==> config.mk <==
export PLATFORM = sky130hd
export DESIGN_NAME = makefile_dependency_tokenizer
export DESIGN_NICKNAME = d
export VERILOG_FILES = /design/src/hdl/mdt_pkg.sv /design/src/hdl/mdt_front.sv /design/src/hdl/mdt_queue.sv /design/src/hdl/mdt_back.sv /design/src/hdl/makefile_dependency_tokenizer.sv
export SDC_FILE = /design/constraint.sdc
export NUM_CORES = 1
export LEC_CHECK = 0
export BUFFER_PORTS_ARGS = -buffer_cell sky130_fd_sc_hd__buf_2
export CAP_MARGIN = 5
export CORE_ASPECT_RATIO = 0.75
export CORE_MARGIN = 8
export CORE_UTILIZATION = 45
export DETAILED_ROUTE_END_ITERATION = 12
export PLACE_DENSITY = 0.74
export SYNTH_ARGS = -nofsm -noshare
export SYNTH_HDL_FRONTEND = slang
export SYNTH_HIERARCHICAL = 1
export SYNTH_SLANG_ARGS = --single-unit
==> constraint.sdc <==
create_clock -name clk -period 8 [get_ports clk]
set_clock_uncertainty 0.1 [all_clocks]
set_input_delay 1.6 -clock clk [delete_from_list [all_inputs] [get_ports clk]]
set_output_delay 1.6 -clock clk [all_outputs]
set_load 0.02 [all_outputs]
==> src/hdl/mdt_pkg.sv <==
package mdt_pkg;

    localparam int MAX_RESULTS = 5;
    localparam int CNT_W       = 3;
    localparam int QUEUE_DEPTH = 2;

    localparam logic [7:0] CH_BACKSLASH = 8'h5C;
    localparam logic [7:0] CH_HASH      = 8'h23;
    localparam logic [7:0] CH_COLON     = 8'h3A;
    localparam logic [7:0] CH_SPACE     = 8'h20;
    localparam logic [7:0] CH_TAB       = 8'h09;
    localparam logic [7:0] CH_DOLLAR    = 8'h24;
    localparam logic [7:0] CH_NEWLINE   = 8'h0A;
    localparam logic [7:0] CH_SLASH     = 8'h2F;
    localparam logic [7:0] CH_CR        = 8'h0D;

    typedef enum logic [1:0] {
        KIND_BYTE      = 2'd0,
        KIND_TOKEN_END = 2'd1,
        KIND_COLON     = 2'd2,
        KIND_ENTRY_END = 2'd3
    } kind_t;

    typedef struct packed {
        logic [7:0] text_byte;
        logic       end_of_text;
    } in_item_t;

    typedef struct packed {
        kind_t      kind;
        logic [7:0] char_out;
        logic       last_of_run;
    } out_item_t;

    typedef struct packed {
        kind_t      kind;
        logic [7:0] char_out;
    } result_t;

    // all results caused by one input item
    typedef struct packed {
        result_t [MAX_RESULTS-1:0] res;
        logic [CNT_W-1:0]          cnt;
    } bundle_t;

    typedef struct packed {
        logic       in_token;
        logic [1:0] len_class;
        logic       first_ws;
        logic       last_nonempty;
    } tok_state_t;

endpackage

==> src/hdl/mdt_front.sv <==
module mdt_front
    import mdt_pkg::*;
(
    input  logic     clk,
    input  logic     rst_n,
    input  logic     push,
    input  in_item_t item,
    input  logic     q_full,
    output logic     q_push,
    output bundle_t  q_bundle
);

    typedef struct packed {
        tok_state_t       st;
        result_t [1:0]    res;
        logic [1:0]       cnt;
        logic             used;
    } proc_res_t;

    function automatic logic is_ws(logic [7:0] c);
        return (c == CH_SPACE) || (c >= CH_TAB && c <= CH_CR);
    endfunction

    function automatic proc_res_t emit(proc_res_t r, kind_t k, logic [7:0] ch);
        proc_res_t o;
        o = r;
        o.res[o.cnt[0]].kind     = k;
        o.res[o.cnt[0]].char_out = (k == KIND_BYTE) ? ch : 8'd0;
        o.cnt = o.cnt + 2'd1;
        return o;
    endfunction

    // ordinary byte inside a token, with escape handling
    function automatic proc_res_t body(proc_res_t r, logic [7:0] c, logic [7:0] la,
                                       logic has_la);
        proc_res_t  o;
        logic [7:0] ch;
        o  = r;
        ch = c;
        if (has_la)
        begin
            if (c == CH_BACKSLASH && (la == CH_BACKSLASH || la == CH_HASH ||
                la == CH_COLON || la == CH_SPACE || la == CH_TAB))
            begin
                ch     = la;
                o.used = 1'b1;
            end
            else if (c == CH_DOLLAR && la == CH_DOLLAR)
            begin
                o.used = 1'b1;
            end
        end
        if (o.st.len_class == 2'd0)
            o.st.first_ws = is_ws(ch);
        o = emit(o, KIND_BYTE, ch);
        if (o.st.len_class != 2'd2)
            o.st.len_class = o.st.len_class + 2'd1;
        return o;
    endfunction

    function automatic proc_res_t proc_byte(tok_state_t s, logic [7:0] c, logic [7:0] la,
                                            logic has_la);
        proc_res_t o;
        logic      bs_nl;
        logic      done;
        o      = '0;
        o.st   = s;
        done   = 1'b0;
        bs_nl  = (c == CH_BACKSLASH) && has_la && (la == CH_NEWLINE);
        if (s.in_token)
        begin
            if (c == CH_COLON && s.len_class == 2'd1 && !s.first_ws && has_la &&
                (la == CH_SLASH || la == CH_BACKSLASH))
            begin
                // drive letter: colon stays in the token
                o    = body(o, CH_COLON, 8'd0, 1'b0);
                done = 1'b1;
            end
            else if (c == CH_COLON || is_ws(c) || bs_nl)
            begin
                o = emit(o, KIND_TOKEN_END, 8'd0);
                o.st.in_token      = 1'b0;
                o.st.last_nonempty = 1'b1;
            end
            else
            begin
                o    = body(o, c, la, has_la);
                done = 1'b1;
            end
        end
        if (!done)
        begin
            if (c == CH_NEWLINE)
            begin
                if (o.st.last_nonempty)
                    o = emit(o, KIND_ENTRY_END, 8'd0);
                o.st.last_nonempty = 1'b0;
            end
            else if (is_ws(c))
            begin
                o.used = 1'b0;
            end
            else if (c == CH_COLON)
            begin
                o = emit(o, KIND_COLON, 8'd0);
                o.st.last_nonempty = 1'b1;
            end
            else if (bs_nl)
            begin
                o.used = 1'b1;
            end
            else
            begin
                o.st.in_token  = 1'b1;
                o.st.len_class = 2'd0;
                o.st.first_ws  = 1'b0;
                o = body(o, c, la, has_la);
            end
        end
        return o;
    endfunction

    logic [7:0] held_byte_reg, held_byte_next;
    logic       held_valid_reg, held_valid_next;
    logic       consume_reg, consume_next;
    tok_state_t tok_reg, tok_next;

    logic       accept;
    bundle_t    bundle;

    assign accept = push && !q_full;

    always_comb
    begin
        proc_res_t        p1;
        proc_res_t        p2;
        tok_state_t       st;
        logic             used;
        logic [CNT_W-1:0] pos;
        p1   = '0;
        p2   = '0;
        st   = tok_reg;
        used = 1'b0;
        pos  = '0;
        bundle = '0;

        if (held_valid_reg && !consume_reg)
        begin
            p1   = proc_byte(st, held_byte_reg, item.text_byte, 1'b1);
            st   = p1.st;
            used = p1.used;
            if (p1.cnt != 2'd0)
            begin
                bundle.res[pos] = p1.res[0];
                pos = pos + 3'd1;
            end
            if (p1.cnt == 2'd2)
            begin
                bundle.res[pos] = p1.res[1];
                pos = pos + 3'd1;
            end
        end

        held_byte_next  = held_byte_reg;
        held_valid_next = held_valid_reg;
        consume_next    = consume_reg;
        tok_next        = tok_reg;

        if (!item.end_of_text)
        begin
            held_byte_next  = item.text_byte;
            held_valid_next = 1'b1;
            consume_next    = used;
            tok_next        = st;
        end
        else
        begin
            // final byte: no lookahead, then close everything out
            if (!used)
            begin
                p2 = proc_byte(st, item.text_byte, 8'd0, 1'b0);
                st = p2.st;
                if (p2.cnt != 2'd0)
                begin
                    bundle.res[pos] = p2.res[0];
                    pos = pos + 3'd1;
                end
                if (p2.cnt == 2'd2)
                begin
                    bundle.res[pos] = p2.res[1];
                    pos = pos + 3'd1;
                end
            end
            if (st.in_token)
            begin
                bundle.res[pos] = '{kind: KIND_TOKEN_END, char_out: 8'd0};
                pos = pos + 3'd1;
                st.in_token      = 1'b0;
                st.last_nonempty = 1'b1;
            end
            if (st.last_nonempty)
            begin
                bundle.res[pos] = '{kind: KIND_ENTRY_END, char_out: 8'd0};
                pos = pos + 3'd1;
            end
            held_byte_next  = 8'd0;
            held_valid_next = 1'b0;
            consume_next    = 1'b0;
            tok_next        = '0;
        end
        bundle.cnt = pos;
    end

    always_ff @(posedge clk or negedge rst_n)
    begin
        if (!rst_n)
        begin
            held_byte_reg  <= 8'd0;
            held_valid_reg <= 1'b0;
            consume_reg    <= 1'b0;
            tok_reg        <= '0;
        end
        else if (accept)
        begin
            held_byte_reg  <= held_byte_next;
            held_valid_reg <= held_valid_next;
            consume_reg    <= consume_next;
            tok_reg        <= tok_next;
        end
    end

    // items that cause nothing never enter the queue
    assign q_push   = accept && (bundle.cnt != '0);
    assign q_bundle = bundle;

endmodule

==> src/hdl/mdt_queue.sv <==
module mdt_queue
    import mdt_pkg::*;
#(
    parameter int DEPTH = QUEUE_DEPTH
)
(
    input  logic    clk,
    input  logic    rst_n,
    input  logic    wr_en,
    input  bundle_t wr_data,
    output logic    full,
    input  logic    rd_en,
    output bundle_t rd_data,
    output logic    empty
);

    localparam int PTR_W = (DEPTH > 1) ? $clog2(DEPTH) : 1;
    localparam int CNT_Q = $clog2(DEPTH + 1);

    bundle_t            mem_reg [DEPTH];
    logic [PTR_W-1:0]   wr_ptr_reg, wr_ptr_next;
    logic [PTR_W-1:0]   rd_ptr_reg, rd_ptr_next;
    logic [CNT_Q-1:0]   count_reg, count_next;
    logic               do_wr, do_rd;

    assign full    = (count_reg == CNT_Q'(DEPTH));
    assign empty   = (count_reg == '0);
    assign do_wr   = wr_en && !full;
    assign do_rd   = rd_en && !empty;
    assign rd_data = mem_reg[rd_ptr_reg];

    always_comb
    begin
        wr_ptr_next = wr_ptr_reg;
        rd_ptr_next = rd_ptr_reg;
        count_next  = count_reg;
        if (do_wr)
            wr_ptr_next = (wr_ptr_reg == PTR_W'(DEPTH - 1)) ? '0 : wr_ptr_reg + 1'b1;
        if (do_rd)
            rd_ptr_next = (rd_ptr_reg == PTR_W'(DEPTH - 1)) ? '0 : rd_ptr_reg + 1'b1;
        if (do_wr && !do_rd)
            count_next = count_reg + 1'b1;
        else if (do_rd && !do_wr)
            count_next = count_reg - 1'b1;
    end

    always_ff @(posedge clk or negedge rst_n)
    begin
        if (!rst_n)
        begin
            wr_ptr_reg <= '0;
            rd_ptr_reg <= '0;
            count_reg  <= '0;
        end
        else
        begin
            wr_ptr_reg <= wr_ptr_next;
            rd_ptr_reg <= rd_ptr_next;
            count_reg  <= count_next;
        end
    end

    always_ff @(posedge clk)
    begin
        if (do_wr)
            mem_reg[wr_ptr_reg] <= wr_data;
    end

endmodule

==> src/hdl/mdt_back.sv <==
module mdt_back
    import mdt_pkg::*;
(
    input  logic      clk,
    input  logic      rst_n,
    input  bundle_t   q_head,
    input  logic      q_empty,
    output logic      q_pop,
    output logic      empty,
    input  logic      pop,
    output out_item_t result
);

    logic [CNT_W-1:0] idx_reg, idx_next;
    logic             is_last;
    logic             fire;

    assign is_last = (idx_reg == (q_head.cnt - 3'd1));
    assign fire    = pop && !q_empty;
    assign empty   = q_empty;
    assign q_pop   = fire && is_last;

    assign result.kind        = q_head.res[idx_reg].kind;
    assign result.char_out    = q_head.res[idx_reg].char_out;
    assign result.last_of_run = is_last;

    always_comb
    begin
        idx_next = idx_reg;
        if (fire)
            idx_next = is_last ? '0 : idx_reg + 3'd1;
    end

    always_ff @(posedge clk or negedge rst_n)
    begin
        if (!rst_n)
            idx_reg <= '0;
        else
            idx_reg <= idx_next;
    end

endmodule

==> src/hdl/makefile_dependency_tokenizer.sv <==
// dependency text tokenizer
//
// input queue side: item carries one text byte and an end_of_text flag; the
// item is taken on a clock edge with push high and full low
// result queue side: while empty is low the oldest result sits on result;
// it is taken on a clock edge with pop high
//
// one byte is held back as lookahead, so the first byte of a longer text gives
// no result; later bytes give zero to two results, the final byte up to five
// the front stage classifies an item combinationally and writes all of its
// results as one entry into a small queue; the back stage hands them out
// one per cycle while pop is high; a new entry is registered in the queue first
// throughput: one item per cycle while pop stays high and each item gives at
// most one result; otherwise bounded by the single result port, one result per cycle
// a stalled receiver fills the queue, then full rises and holds the sender
// reset clears held byte, token state and the queue
module makefile_dependency_tokenizer
    import mdt_pkg::*;
#(
    parameter int DEPTH = QUEUE_DEPTH
)
(
    input  logic      clk,
    input  logic      rst_n,
    input  logic      push,
    output logic      full,
    input  in_item_t  item,
    output logic      empty,
    input  logic      pop,
    output out_item_t result
);

    // front to queue
    logic    q_push;
    bundle_t q_wr_data;
    // queue to back
    bundle_t q_head;
    logic    q_empty;
    logic    q_pop;

    mdt_front u_front
    (
        .clk      (clk),
        .rst_n    (rst_n),
        .push     (push),
        .item     (item),
        .q_full   (full),
        .q_push   (q_push),
        .q_bundle (q_wr_data)
    );

    // result bundles wait here so the two sides stall independently
    mdt_queue #(
        .DEPTH (DEPTH)
    ) u_queue
    (
        .clk     (clk),
        .rst_n   (rst_n),
        .wr_en   (q_push),
        .wr_data (q_wr_data),
        .full    (full),
        .rd_en   (q_pop),
        .rd_data (q_head),
        .empty   (q_empty)
    );

    mdt_back u_back
    (
        .clk     (clk),
        .rst_n   (rst_n),
        .q_head  (q_head),
        .q_empty (q_empty),
        .q_pop   (q_pop),
        .empty   (empty),
        .pop     (pop),
        .result  (result)
    );

endmodule

Yosys cells after proc, flatten, opt, wreduce, memory -nomap -nowiden
Memories as Yosys holds them, arrays and structs flattened.
Index checks and enable logic that the tools add are counted.
{ "totals": {"ram_bits": 106, "mem_count": 1, "in_bits": 13, "out_inout_bits": 13, "reg_bits": 22} }
{ "op_classes": {"addsub": 15, "n_bitwise": 6, "n_eq_ne": 22, "reduce_logical": 51, "muxes": 133, "n_lt_le_gt_ge": 23} }
{ "memory_table": {"columns": ["name", "depth", "word_bits", "read_ports", "rd_clocked_by_memory_dff", "wr", "line_no", "rtl"], "rows": [
  ["u_queue.mem_reg", 2, 53, 1, 0, 1, "mdt_queue.sv:20", "bundle_t mem_reg [DEPTH];"]
]} }
{ "ops": {"columns": ["cell", "n"], "rows": [
  ["two-way mux 50 bit", 12],
  ["two-way mux 28 bit", 17],
  ["bitwise mux 20 bit", 12],
  ["bitwise mux 50 bit", 3],
  ["demux 10 bit (select 3 bit)", 5],
  ["two-way mux 8 bit", 14],
  ["two-way mux 10 bit", 10],
  ["two-way mux 27 bit", 3],
  ["== test 8 x 6 -> 1 bit (second input constant)", 10],
  ["two-way mux 23 bit", 2],
  ["AND 45 bit", 1],
  ["inverter 45 bit", 1],
  ["two-way mux 3 bit", 14],
  ["AND 40 bit", 1],
  ["demux 10 bit (select 1 bit)", 4],
  ["inverter 40 bit", 1],
  ["greater-or-equal comparator 8 x 4 -> 1 bit (second input constant)", 4],
  ["<= comparator 8 x 4 -> 1 bit (second input constant)", 4],
  ["binary-select mux 10 bit (select 3 bit)", 1],
  ["two-way mux 1 bit", 28],
  ["logical AND 1 bit", 26],
  ["== test 8 x 4 -> 1 bit (second input constant)", 3],
  ["< comparator 3 x 4 -> 1 bit (second input constant)", 6],
  ["two-way mux 5 bit", 4],
  ["other kinds (21)", 64]
]} }

Longest topological paths before layout
Gate-level depths: netlist (run 1).
{ "depth": {"ltp_word": 71, "depth_mapped": 33, "ltp_nobuf": 32} }

Cells and area by module
The synthesis (run 1) kept the hierarchy.
{ "by_module_without_submodules": {"columns": ["mod", "instances", "area_each_um2", "cells_each", "seq_area_each_um2"], "rows": [
  ["mdt_queue", 1, 4271.6, 184, 3283.1],
  ["mdt_front", 1, 3074.2, 456, 375.4],
  ["mdt_back", 1, 676.9, 69, 75.1]
]} }

Least setup slack after synthesis (run 1)
Ideal clock, no wire load.
{ "synth_timing": {"path_kind": "input to register", "start": "input item[5] (netlist name)", "end": "memory u_queue/mem_reg[0][0] (netlist name) (enable)", "required_time_ns": 7.436, "cell_stages": 26, "t_arrival_ns": 9.085, "slack_ns": -1.649, "path_cell_list": "buf_2 -> nor4_1 -> and2_1 -> nand2_1 -> ha_1 -> or4b_2 -> a32o_1 -> a31o_2 -> buf_4 -> ha_1 -> nand2_1 -> o21ai_0 -> ha_1 -> nand2_1 -> o41ai_1 -> a221oi_2 -> inv_2 -> ha_1 -> nor2_1 -> a21oi_1 -> ha_1 -> a21oi_1 -> a22oi_1 -> o311a_1 -> nand2_1 -> nor2_1"} }
{ "synth_rtl": {"columns": ["element", "line_no", "rtl"], "rows": [
  ["start: declaration", "makefile_dependency_tokenizer.sv:27", "input in_item_t item,"],
  ["end: declaration", "mdt_queue.sv:20", null]
]} }

==> metrics.txt, run 1 <==
run status=finished, final reports clean; met2 routed WL=about 8600 um; DRC viols=0; DR WL met3=1850 um; PostCTS Resize Cnt=0; initial antenna violation count=2; Yosys reg bits=128; RD Place Congestion=roughly 0.95; row count=between 40 and 50; Inserted Clock Buffers=17; setup TNS=0 ps; vias in the first global route=about 5500; final hold vios=0; worst slew pin tran=roughly 1100 ps; number of synthesized flops with an enable pin=106; Critical Path RT=between 8000 and 9000 ps; final core utilization=just over 50%; CP most frequent cell=ha_1; ys flop type=edfxtp_1; f_max=around 0.14 GHz; Power Dens Cells=~440 nW/um^2; die width=approximately 170 um; metal1 wirelength=roughly 9000 um; arrival time worst endpoint=approximately 7600 ps; nature of the critical path startpoint=primary input; Max Cap Viol=0; Post-Syn Area per Cell=11.3 sq um; Critical Path Max Stage Delay=between 500 and 600 ps; post-place setup slack=326 ps; GRT Total Usage=between 10% and 20%; max reg flops=106; Clk Latency, worst-skew pair=420 ps; nets=760; Post-DP HPWL=approximately 14000 um; clock slew seen by the registers of the worst setup and hold paths=roughly 70 ps; Worst Path Max Fanout=11; deepest clock path buffer count=2; Setup Fix Bufs, Post-CTS=0; Post-Syn Area=8020 sq um; unrepaired setup endpoints after global routing=no; Hold WS=between 300 and 400 ps; CTS H-tree lvls=4; routed via count=5824; # setup viols final=0; crit-path leading delay family=adder cells; ant diodes=0; share of post-route cells with drive strength above 1=between 20% and 30%; core area=~18000 sq um; DIE HEIGHT=roughly 130 um; Crit-path slowest cell=or4b_2; CTS tree=built; setup slack after layout=between 600 and 700 ps; Filler cells=between 1500 and 2000; Worst slew margin=28.5%; Period minus WS final=between 7000 and 8000 ps; via density per instance=5.91; warnings from Yosys=6; final slew viol count=0; Num Clock Sinks=about 130; first-pass GRT wire length=slightly above 30000 um; period utilization=about 92%; Post-Route WL=19700 um; Synth Instances=709; Yosys cell types=94; Area growth, synth to finish=11.2%; num ports=26; clk root buf=clkbuf_16; buffers and inverters on the worst path=3; Synth async-reset ratio=about 17%; LEAKAGE=0.00344 uW; gr ovfl total=0; post-cts hold buffer count=0; Peak supply drop=~270 uV; Hold WC Path Type=flip-flop to flip-flop; Die Area=around 22000 sq um; Design Power=about 3900 uW; wire per inst=~20 um; Post-DRT Antenna Nets=0; pin count of the biggest net entering global routing=between 50 and 60; sequential fraction of the synthesis area=46.5%; DR iter-0 viols=between 600 and 700; Setup crit end kind=flip-flop; Initial Util=between 40 and 50%; TritonRoute pass-1 iters=5; Top Layer Used=met5; critical path class=primary input to flip-flop; IO Port Bufs=25
[synth_stat cells (5+ instances only)]
master,number,area share (%)
a21o_1,9,0.84
a21oi_1,33,2.1
a22oi_1,8,0.75
and2_1,9,0.70
and3_1,8,0.62
buf_12,5,1.2
buf_2,5,0.31
buf_4,12,1.1
clkbuf_1,17,0.80
dfrtp_1,22,6.9
edfxtp_1,106,40
ha_1,16,2.5
inv_1,30,1.4
mux2_2,7,0.98
mux2_4,49,9.2
mux4_1,8,2.6
nand2_1,73,3.4
nand3_1,16,1.0
nand4_1,10,0.78
nor2_1,52,2.4
nor2_2,8,0.62
nor2b_1,7,0.55
nor3_1,10,0.62
nor4_1,6,0.47
o211ai_1,5,0.47
o21ai_0,34,2.1
o21ai_1,10,0.62
o22ai_1,8,0.62
o31ai_1,7,0.66
or3_1,7,0.55
xnor2_1,9,0.98
[cell families after synthesis]
| group | Yosys count | synth area share (%) |
|---|---|---|
| xor gates and xnor gates | 13 | 1.70 |
| DFF | 128 | 46.5 |
| and+or+nand+nor | 240 | 15.6 |
| other | 1 | 0.0467 |
| AOI/OAI and AO/OA | 165 | 14.3 |
| buffers and inverters | 78 | 5.69 |
| muxes | 68 | 13.6 |
| adders and majority gates | 16 | 2.50 |
[worst reg2reg max path, cell delays in order (launching register included)]
cell and delay, ps:
dfrtp_1 530, or3b_4 470, nor4_1 460, nand2_1 150, ha_1 300, or4b_2 570, a32o_1 250, a31o_2 330
ha_1 330, nand2_1 60, o21ai_0 100, ha_1 340, nand2_1 70, o41ai_1 70, a221oi_2 310, inv_2 60
ha_1 310, nor2_2 130, a21oi_1 70, ha_1 310, a21oi_1 120, a22oi_1 130, o311a_1 390, nand2_1 160
inv_1 70, ha_1 330, nor2_1 150, xor2_1 150
[per-stage QoR]
step	area, sq um	std cells
final	8920	986
after global routing	8920	986
after CTS	8920	986
after detailed placement	8340	954
after global placement	8340	954
after floorplan	8100	716
[final timing paths]
path	startpoint	cells past startpoint	end	slack (ps)
worst max-delay path	item[6]	28	u_queue/count_reg[1]	610
worst min-delay path	u_front/held_valid_reg	1	u_front/held_valid_reg	400
worst max register to register	u_front/held_byte_reg[1]	27	u_queue/count_reg[1]	1110
worst min register to register	u_front/held_valid_reg	1	u_front/held_valid_reg	400
max in group asynchronous	rst_n	1	u_queue/rd_ptr_reg	6290
min in group asynchronous	rst_n	1	u_queue/rd_ptr_reg	1080
[per-layer routing]
layer	track usage, %	vias up
met2	25.7	285
met1	25.1	2806
met5	0	-
li1	-	2707
met3	5.42	22
met4	4.52	4
[layout by cell type (no fill, tap or decap), drive strengths merged, types with 11 or more instances in the layout]
master,netlist,layout
a21oi,36,36
buf,27,41
clkbuf,18,17
dfrtp,22,22
edfxtp,106,106
ha,16,16
inv,33,38
mux2,56,56
nand2,74,74
nand3,16,16
nor2,60,60
nor3,11,11
o21ai,46,46
[cell type report]
cell class	instances	area [sq um]	area share [%]
Clock inverter	15	158	1.77
Tap cell	242	303	3.39
Inverter	33	124	1.39
Sequential cell	128	3740	41.9
Clock buffer	17	425	4.77
Multi-Input combinational cell	510	3910	43.8
Timing Repair Buffer	41	270	3.03
[power breakdown]
part	internal [uW]	switching [uW]
Clock	462	303
Sequential	1020	218
Combinational	838	1080
Total	2320	1600
Power figures use the tool's default switching activity.
==> inputs of run 2 (changes only) <==
--- a/config.mk
+++ b/config.mk
@@ -6,7 +6,7 @@
 export NUM_CORES = 1
 export LEC_CHECK = 0
 export BUFFER_PORTS_ARGS = -buffer_cell sky130_fd_sc_hd__buf_2
-export CAP_MARGIN = 5
+export CAP_MARGIN = 10
 export CORE_ASPECT_RATIO = 0.75
 export CORE_MARGIN = 8
 export CORE_UTILIZATION = 45
==> constraint.sdc (replaced) <==
create_clock -name clk -period 8 [get_ports clk]
set_clock_uncertainty 0.1 [all_clocks]
set_input_delay 1.2 -clock clk [delete_from_list [all_inputs] [get_ports clk]]
set_output_delay 1.2 -clock clk [all_outputs]
set_load 0.02 [all_outputs]
==> run 2 against run 1 <==
Net effect:
- power down 0.62%
- critical path type unchanged
- combinational power is essentially flat
- highest routed layer unchanged
- cell count is 0.41% lower
- flip-flop and latch count unchanged
==> metrics.txt, run 2 (synthesis gave the netlist of run 1 again) <==
run status=finished, final reports clean; LEAKAGE=0.00340 uW (-1.1%); CTS H-tree lvls=4 (unchanged); Critical Path Max Stage Delay=440 ps (-130 ps); Logic pwr share=49.3% (+0.4 points); CTS tree=built; R2R cell count=27 (unchanged); post-layout instance area=8860 sq um (-0.74%); switching share of power=40.6% (-0.18 points); worst slew pin tran=1210 ps (+146 ps); Clk Latency, worst-skew pair=420 ps (about the same); share of post-route cells with drive strength above 1=22.4% (-1.4 points); crit path to=u_queue/count_reg[1]; Initial Util=45.7% (unchanged); unrepaired setup endpoints after global routing=no; Period minus WS final=7490 ps (+104 ps); row count=42 (unchanged); final hold vios=0 (unchanged); first-pass GRT wire length=32100 um (+3.9%); P_int=2310 uW (-0.32%); Post-DP HPWL=14600 um (+3.8%); GRT Total Usage=18.4% (+0.72 points); nature of the critical path startpoint=primary input; r2r setup slk=650 ps (-460 ps); commonest non-fill, non-tap cells in the layout=edfxtp_1, nand2_1, nor2_1, mux2_4, o21ai_0; DR WL met3=1990 um (+7.5%); vias in the first global route=5597 (+1.7%); Filler cells=1559 (unchanged); Setup Fix Bufs, Post-CTS=0 (unchanged); Peak supply drop=275 uV (+1.3%); max reg flops=106 (unchanged); Cells after DPL=950 (-0.42%); die width=170 um (unchanged); met2 routed WL=8730 um (+2.1%); Post-Route WL=20300 um (+2.8%); via density per instance=5.94 (+0.51%); Area growth, synth to finish=10.4%; Worst Path Max Fanout=11 (unchanged); Num Clock Sinks=128 (unchanged); Design Power=3890 uW (-0.62%); Hold WC Path Type=flip-flop to flip-flop; switching component of the power=1580 uW (-1.1%); worst r2r src=u_front/held_byte_reg[2]; Post-DRT Antenna Nets=0 (unchanged); wire per inst=20.6 um (+3.2%); arrival time worst endpoint=7730 ps (+100 ps); Critical Path RT=8240 ps (about the same); clock slew seen by the registers of the worst setup and hold paths=60 ps (about the same); Die Area=22400 sq um (unchanged); period utilization=93.6% (+1.3 points); reg2reg end=u_queue/count_reg[1]; initial antenna violation count=1 (-1); ant diodes=0 (unchanged); Power Dens Cells=439 nW/um^2 (+0.12%); RD Place Congestion=0.976 (+2.4%); commonest non-fill, non-tap cell in the layout=edfxtp_1; DR iter-0 viols=799 (+14%); metal1 wirelength=9050 um (-0.11%); gr ovfl total=0 (unchanged); Setup crit end kind=flip-flop; deepest clock path buffer count=2 (unchanged); num ports=26 (unchanged); DP Area=8270 sq um (-0.83%); CP most frequent cell=ha_1; final core utilization=50.5% (-0.38 points); pin count of the biggest net entering global routing=55 (unchanged); Non-Filler Instances=982 (-0.41%); part of the power in registers=31.6% (about the same); DIE HEIGHT=132 um (unchanged); Max Cap Viol=0 (unchanged); final slew viol count=0 (unchanged); routed via count=5830 (+0.10%); Inserted Clock Buffers=17 (unchanged); PostCTS Resize Cnt=0 (unchanged); TritonRoute pass-1 iters=5 (unchanged); post-cts hold buffer count=0 (unchanged); f_max=0.134 GHz (-1.4%); Clk pwr share=19.1% (-0.4 points); core area=17600 sq um (unchanged); Worst Setup SP=item[5]; # setup viols final=0 (unchanged); DRC viols=0 (unchanged); critical path class=primary input to flip-flop; setup TNS=0 ps (unchanged); Crit-path slowest cell=or3_1; Worst slew margin=18.5% (-10 points); clk root buf=clkbuf_16; nets=756 (-0.53%); Top Layer Used=met5; IO Port Bufs=25 (unchanged)
-- run 2: changes by cell type in the layout (fill, tap and decap cells not counted), sizes merged --
cell / delta
buf: -4
bufinv: -2
clkbuf: +9
clkinvlp: +2
clkinv: -5
inv: -4
-- run 2: worst min-delay path by stage --
stage          cells past startpoint                    from                      to  slack, ps
2_1_floorplan                      1  u_front/held_valid_reg  u_front/held_valid_reg        370
3_3_place_gp                       1  u_front/held_valid_reg  u_front/held_valid_reg        380
3_5_place_dp                       1  u_front/held_valid_reg  u_front/held_valid_reg        390
4_1_cts                            1  u_front/held_valid_reg  u_front/held_valid_reg        400
5_1_grt                            1  u_front/held_valid_reg  u_front/held_valid_reg        410
6_report                           1  u_front/held_valid_reg  u_front/held_valid_reg        400
-- run 2: power by group through the flow --
| stage | logic [uW] | clock network [uW] | registers, uW |
|---|---|---|---|
| after floorplan | 1580 | 0 | 1090 |
| after global placement | 1870 | 0 | 1230 |
| after detailed placement | 1880 | 0 | 1240 |
| after CTS | 1900 | 758 | 1230 |
| after global routing | 2070 | 787 | 1260 |
| final | 1920 | 744 | 1230 |
-- run 2: per-layer routing --
layer | GRT usage (%) | vias to the layer above
met5 | 0 | -
met4 | 7.05 | 2
met3 | 4.88 | 46
met2 | 26.5 | 306
met1 | 25.9 | 2781
li1 | - | 2695
-- run 2: area by class of cell --
| cell class | count | area [sq um] | share of cell area, % |
|---|---|---|---|
| clock buffers | 26 | 542 | 6.12 |
| clock inverters | 6 | 43.8 | 0.494 |
| inverters | 33 | 124 | 1.40 |
| multi-input cells | 510 | 3870 | 43.7 |
| flip-flops and latches | 128 | 3740 | 42.2 |
| well taps | 242 | 303 | 3.42 |
| repair buffers | 37 | 240 | 2.71 |
-- run 2: metrics by stage --
step	setup WS, ps	hold WS (ps)
2_1_floorplan	208	365
3_3_place_gp	384	381
3_5_place_dp	200	391
4_1_cts	587	403
5_1_grt	131	410
6_report	510	401
-- run 2: critical path: cells and delay by family --
| kind | cells | cell delay [ps] |
|---|---|---|
| compound gates | 11 | 2530 |
| xor+xnor | 1 | 150 |
| fa+ha+maj | 5 | 1450 |
| buf+inv | 3 | 380 |
| simple gates | 9 | 2010 |
